`config.mk`:
```
export PLATFORM = sky130hd
export DESIGN_NAME = tam_lane
export DESIGN_NICKNAME = d
export VERILOG_FILES = /design/src/tam_pkg.sv /design/src/tam_lane.sv
export SDC_FILE = /design/constraint.sdc
export NUM_CORES = 2
export LEC_CHECK = 0
export BUFFER_PORTS_ARGS = -buffer_cell sky130_fd_sc_hd__buf_2
export CAP_MARGIN = 20
export CORE_MARGIN = 1
export CORE_UTILIZATION = 48
export CTS_CLUSTER_SIZE = 20
export DETAILED_ROUTE_END_ITERATION = 10
export GPL_ROUTABILITY_DRIVEN = 0
export PLACE_DENSITY_LB_ADDON = 0.2
export SKIP_CTS_REPAIR_TIMING = 1
export SLEW_MARGIN = 20
export SYNTH_ARGS = -nofsm -noshare
export SYNTH_HDL_FRONTEND = slang
export SYNTH_SLANG_ARGS = --single-unit
export TNS_END_PERCENT = 30
```
`constraint.sdc`:
```
create_clock -name clk -period 7 [get_ports clk]
set_clock_uncertainty 0.15 [all_clocks]
set_input_delay 0.35 -clock clk [delete_from_list [all_inputs] [get_ports clk]]
set_output_delay 0.35 -clock clk [all_outputs]
set_load 0.005 [all_outputs]
```
`src/tam_pkg.sv`:
```
// ----------------------------------------------------------------------------
// tam_pkg : shared types, constants and the sine table generator
// Word layouts of both channels, register codes and the quarter-wave table
// entry function evaluated at elaboration.
// ----------------------------------------------------------------------------
`default_nettype none

package tam_pkg;

  localparam int SAMPLE_BITS         = 24;
  localparam int PHASE_BITS_DEF      = 32;
  localparam int SINE_TABLE_BITS_DEF = 10;
  localparam int CHANNELS_DEF        = 3;
  localparam int NUM_FIELDS          = 3;

  localparam int STEP_BITS     = 32;
  localparam int DEPTH_BITS    = 16;
  localparam int AT_BITS       = 16;
  localparam int SINE_MAG_BITS = 15;
  localparam int GAIN_BITS     = 33;
  localparam int PROD_BITS     = SAMPLE_BITS + GAIN_BITS;

  localparam int CFG_IDX_BITS  = 2;
  localparam int CFG_DATA_BITS = 32;

  localparam logic [CFG_IDX_BITS-1:0] CFG_PHASE_STEP    = 2'd0;
  localparam logic [CFG_IDX_BITS-1:0] CFG_DEPTH         = 2'd1;
  localparam logic [CFG_IDX_BITS-1:0] CFG_USE_AFTERTOUCH = 2'd2;

  localparam longint unsigned HALF_PI_Q30 = 64'd1686629713;
  localparam longint unsigned TAYLOR_DEN [6] = '{64'd6, 64'd20, 64'd42,
                                                 64'd72, 64'd110, 64'd156};
  localparam longint unsigned SINE_MAX = 64'd32767;

  typedef logic signed [SAMPLE_BITS-1:0] sample_t;

  typedef struct packed {
    logic signed [SAMPLE_BITS-1:0] sample_main;
    logic signed [SAMPLE_BITS-1:0] sample_aux_a;
    logic signed [SAMPLE_BITS-1:0] sample_aux_b;
    logic [1:0]                    channel_count;
    logic [AT_BITS-1:0]            aftertouch;
  } in_word_t;

  typedef struct packed {
    logic signed [SAMPLE_BITS-1:0] out_main;
    logic signed [SAMPLE_BITS-1:0] out_aux_a;
    logic signed [SAMPLE_BITS-1:0] out_aux_b;
    logic                          saturated;
  } out_word_t;

  typedef struct packed {
    sample_t sample;
    logic    sat;
    logic    present;
  } lane_res_t;

  // sin(pi/2 * k / 2^tbits) in Q0.15 via Q30 Taylor series
  function automatic logic [SINE_MAG_BITS-1:0] sine_entry(input int unsigned k,
                                                         input int unsigned tbits);
    longint unsigned x;
    longint unsigned x2;
    longint unsigned term;
    longint unsigned q;
    longint          sum;
    x    = (longint'(k) * HALF_PI_Q30) >> tbits;
    x2   = (x * x) >> 30;
    term = x;
    sum  = longint'(x);
    for (int n = 1; n <= 6; n++) begin
      term = ((term * x2) >> 30) / TAYLOR_DEN[n-1];
      if (n % 2 == 1) begin
        sum = sum - longint'(term);
      end else begin
        sum = sum + longint'(term);
      end
    end
    if (sum < 0) begin
      sum = 0;
    end
    q = (longint'(sum) * SINE_MAX + (64'd1 << 29)) >> 30;
    if (q > SINE_MAX) begin
      q = SINE_MAX;
    end
    return q[SINE_MAG_BITS-1:0];
  endfunction

endpackage

`default_nettype wire

```
`src/tam_lane.sv`:
```
// ----------------------------------------------------------------------------
// tam_lane : one channel of the modulator
// Multiply the sample by the Q30 gain, then round half up and saturate.
// ----------------------------------------------------------------------------
`default_nettype none

module tam_lane (
  input  wire logic                                   clk,
  input  wire logic                                   en,
  input  wire tam_pkg::sample_t                       sample,
  input  wire logic signed [tam_pkg::GAIN_BITS-1:0]   gain,
  input  wire logic                                   present,
  output tam_pkg::lane_res_t                          res
);

  localparam int PB = tam_pkg::PROD_BITS;
  localparam int SB = tam_pkg::SAMPLE_BITS;
  localparam int YW = PB - 30;

  logic signed [PB-1:0] prod_r;
  logic                 pres_a_r;
  logic signed [PB-1:0] rnd;
  logic        [YW-1:0] y_full;
  logic                 ovf;
  tam_pkg::sample_t     y_sat;
  tam_pkg::lane_res_t   res_r;
  tam_pkg::lane_res_t   res_nxt;

  assign rnd    = prod_r + PB'(64'd1 << 29);
  assign y_full = rnd[PB-1:30];
  assign ovf    = !((&y_full[YW-1:SB-1]) || !(|y_full[YW-1:SB-1]));

  always_comb begin
    if (!ovf) begin
      y_sat = $signed(y_full[SB-1:0]);
    end else if (y_full[YW-1]) begin
      y_sat = $signed({1'b1, {(SB-1){1'b0}}});
    end else begin
      y_sat = $signed({1'b0, {(SB-1){1'b1}}});
    end
    res_nxt.sample  = pres_a_r ? y_sat : '0;
    res_nxt.sat     = pres_a_r && ovf;
    res_nxt.present = pres_a_r;
  end

  always_ff @(posedge clk) begin
    if (en) begin
      prod_r   <= PB'(sample) * PB'(gain);
      pres_a_r <= present;
      res_r    <= res_nxt;
    end
  end

  assign res = res_r;

endmodule

`default_nettype wire

```
**After elaboration in Yosys (flattened, before gate mapping)**

Index checks and enable logic that the tools add are counted.
W data, S select, Z words.

- Bits in registers: 84
- Bits of input ports: 60
- Output and inout bits: 26
- Word-level logic and storage cells: 15

- Add/subtract/negate cells: 1
- $mul: 1
- Muxes and demuxes: 2
- Reductions and logical operators: 6

Operator list:

| operator | number |
|---|---|
| $add A57 B30 Y57 const B | 1 |
| $mul A24 B33 Y57 | 1 |
| $mux W24 | 2 |
| $reduce_and A4 Y1 | 1 |
| $reduce_or A4 Y1 | 1 |
| $logic_not A1 Y1 | 2 |
| $logic_and A1 B1 Y1 | 1 |
| $logic_or A1 B1 Y1 | 1 |

**Longest topological paths before layout**

- Word-level depth: 6
- Mapped depth: 25
- Gate-level depth less buffers: 24

**Worst setup path after synthesis**

OpenSTA, ideal clock, no wires.

- Kind: input to register
- Start point: input gain[32] in the netlist's numbering
- End point: register prod_r[54], data pin
- Library setup time: 0.263 ns
- Arrival: 6.517 ns
- Data required time: 6.587 ns
- Setup slack: 0.070 ns
- Stages: 23
- Buffers on the path: 1
- Path through: clkbuf_1 > nand2_1 > inv_1 > fa_1 > fa_1 > inv_1 > fa_1 > inv_1 > fa_1 > fa_1 > fa_1 > inv_1 > fa_1 > inv_1 > ha_1 > and3_2 > and3_1 > a221o_1 > a31oi_1 > o221a_2 > o31ai_4 > a311oi_1 > xnor2_1

- Cells in the longest elaborated chain, start to end: 1

Ends and longest elaborated chain:

| item | line | source |
|---|---|---|
| from (decl) | tam_lane.sv:11 | `input wire logic signed [tam_pkg::GAIN_BITS-1:0] gain,` |
| $mul A24 B33 Y57 | tam_lane.sv:48 | `prod_r <= PB'(sample) * PB'(gain);` |
| to (signal assigned) | tam_lane.sv:48 |  |
| to (decl) | tam_lane.sv:20 | `logic signed [PB-1:0] prod_r;` |

No other way between the ends.
A chain may end at the register's enable or synchronous reset.

**Worst setup path after layout**

- Start point: input gain[16] in the netlist's numbering
- End point: register prod_r[54], data pin

The elaborated chain is that of the path after synthesis.

==> reports/metrics.yaml <==
fin_area_sq_mm: 0.0332
crit_path_start_kind: "primary input"
fin_nets: 4293
yosys.area.top_type: "fa_1"
wl_um: 75400
netlist_top_cells_area: "fa_1 (55%), inv_1 (10%), and2_1 (7.9%), ha_1 (6.3%), edfxtp_1 (5.6%)"
maxSlewHeadroom: 0.347
placed_cell_area_sq_mm: 0.0323
synthArstFlopShare: 0
fin_util: 0.550
syn_nets: 4087
drtAntennaViolNets: 0
drt_iter0_drc: 1027
worstMarginPinSlew_ps: 979
fillers: 5346
die_h_um: 250
final_cell_mix: "fa_1 (788), inv_1 (778), nand2_1 (418)"
drv_slew: 0
antenna_found_initial: 1
die-area_sq_mm: 0.0624
num_vias: 20900
dp_hpwl_um: 65800
slowest_delay_ps: 560
grt_start_max_net_pins: 56
grt_pass1_vias: 24200
cp.required_ps: 6900
hold_viol_final: 0
initial_core_util: 0.487
slowest_stage: "fa_1"
grt_pass1_wl_um: 126000
cts.sinks: 55
critPathCaptureType: "flip-flop"
netlist.area_leader.share: 0.546
fmax_mhz: 147
cp_common_cell: "fa_1"
dp_slack_ps: -490
status: "finished, final reports clean"
synth_ff_type: "edfxtp_1"
path_clk_slew_ps: 70
multiInputGateArea_sq_mm: 0.0246
core_sq_mm: 0.0605
layout_commonest_cell: "fa_1"
wl_per_cell_um: 18.6
fp.dieW_um: 250
ys_types: 72
clock_latency_ps: 290
tritoncts: "built"
syn-instance-count: 3074
layout_setup_ws_ps: 206
ys_seq_area_frac: 0.0561
route.detailed.drc: 0
n_antenna_cell: 0
finalCritPeriodShare: 0.971
path_class: "in -> reg"
cts-buffers-inserted: 5
gr-total-overflow: 0
synth_edf_count: 55
fin_crit_ps: 6790
synth_warnings: 0
synth-seq-cells: 55
rows: 90
syn_area_sq_mm: 0.0295
avgSynthCellArea_sq_um: 9.58
drive_gt1_frac: 0.134
vias_per_cell: 5.15
dr.pass1.iters: 5
crit_arrival_ps: 6690
regArea_sq_mm: 0.00165
path_cells: "buf_6 > buf_6 > buf_4 > nand2_1 > fa_1 > inv_1 > fa_1 > fa_1 > fa_1 > fa_1 > fa_1 > inv_1 > fa_1 > inv_1 > ha_4 > and4_4 > and3_1 > a221o_1 > a31oi_2 > o221a_2 > o31ai_4 > buf_12 > a311oi_2 > xnor2_1"
area_growth_pct: 12.9
h-tree-depth: 2
io_buffers: 85
gr-usage-all-layers: 0.253
critPathMaxFanout: 8
cts-root-buf: "clkbuf_16"
setup_tns_ps: 0
io_pins: 86
clock_path_buffers: 2
setup_viol: 0
maxCapViolations: 0
hp-class: "in -> reg"
-- through the flow --
stage / hold WS, ps / instances
2_1_floorplan: 299 / 3074
3_3_place_gp: 378 / 4045
3_5_place_dp: 382 / 4045
4_1_cts: 72.2 / 4053
5_1_grt: 81.7 / 4063
6_report: 79.9 / 4063
-- area by class of cell --
class,instances,share of cell area
Timing Repair Buffer,343,0.0885
Inverter,782,0.0883
Clock buffer,5,0.00376
Clock inverter,3,0.000677
Sequential cell,55,0.0497
Tap cell,782,0.0294
Multi-Input combinational cell,2093,0.740
-- metal layers --
metal  part of all wire  global-route usage  vias up  wire (um)
met4              0.020              0.0492        0       1490
met5                  0                   0        -          0
met2               0.52               0.460      546      39100
li1                   -                   -     9261          -
met1               0.42               0.333    11000      31700
met3              0.041              0.0170      120       3110
-- critical path, delay by kind of cell --
| kind | cells | cell delay, ps |
|---|---|---|
| AND/OR/NAND/NOR | 3 | 450 |
| adder cells (fa/ha/maj) | 8 | 3890 |
| XOR/XNOR | 1 | 100 |
| buffers and inverters | 7 | 790 |
| AO/OA/AOI/OAI | 5 | 1090 |
-- cell usage after synthesis (all sizes together), types with 16 or more instances --
cell type  count
nand2        418
ha           149
xnor2         36
nand4         18
fa           804
a21o          21
nand3         16
xor2          25
inv          782
and2         371
a21oi         52
nor2          26
clkbuf       139
nor2b         28
edfxtp        55
o21ai         18
-- worst paths after layout --
kind,from,to,slack [ps],cells after the start
hold reg to reg,pres_a_r,res[0],420,0
setup / recovery,gain[16],prod_r[54],210,24
hold / removal,present,pres_a_r,80,1
setup reg to reg,prod_r[29],res[8],3410,10
-- state kept, by name, summed over array words and instances, names as in the netlist --
signal / flops
pres_a_r: 1
prod_r: 28
res: 26
-- cell families (layout without fill, tap and decap cells) --
family | Yosys count | count (layout) | share of synthesized area
and+or+nand+nor | 925 | 925 | 0.160
buffers and inverters | 926 | 1133 | 0.118
muxes | 3 | 3 | 0.00110
adders and majority gates | 953 | 953 | 0.610
AOI/OAI and AO/OA | 151 | 151 | 0.0369
xor gates and xnor gates | 61 | 61 | 0.0181
DFF | 55 | 55 | 0.0561
Power is left out: the tool's default activity adds up to more than one toggle a clock period on the data nets, which glitch-free logic cannot reach.
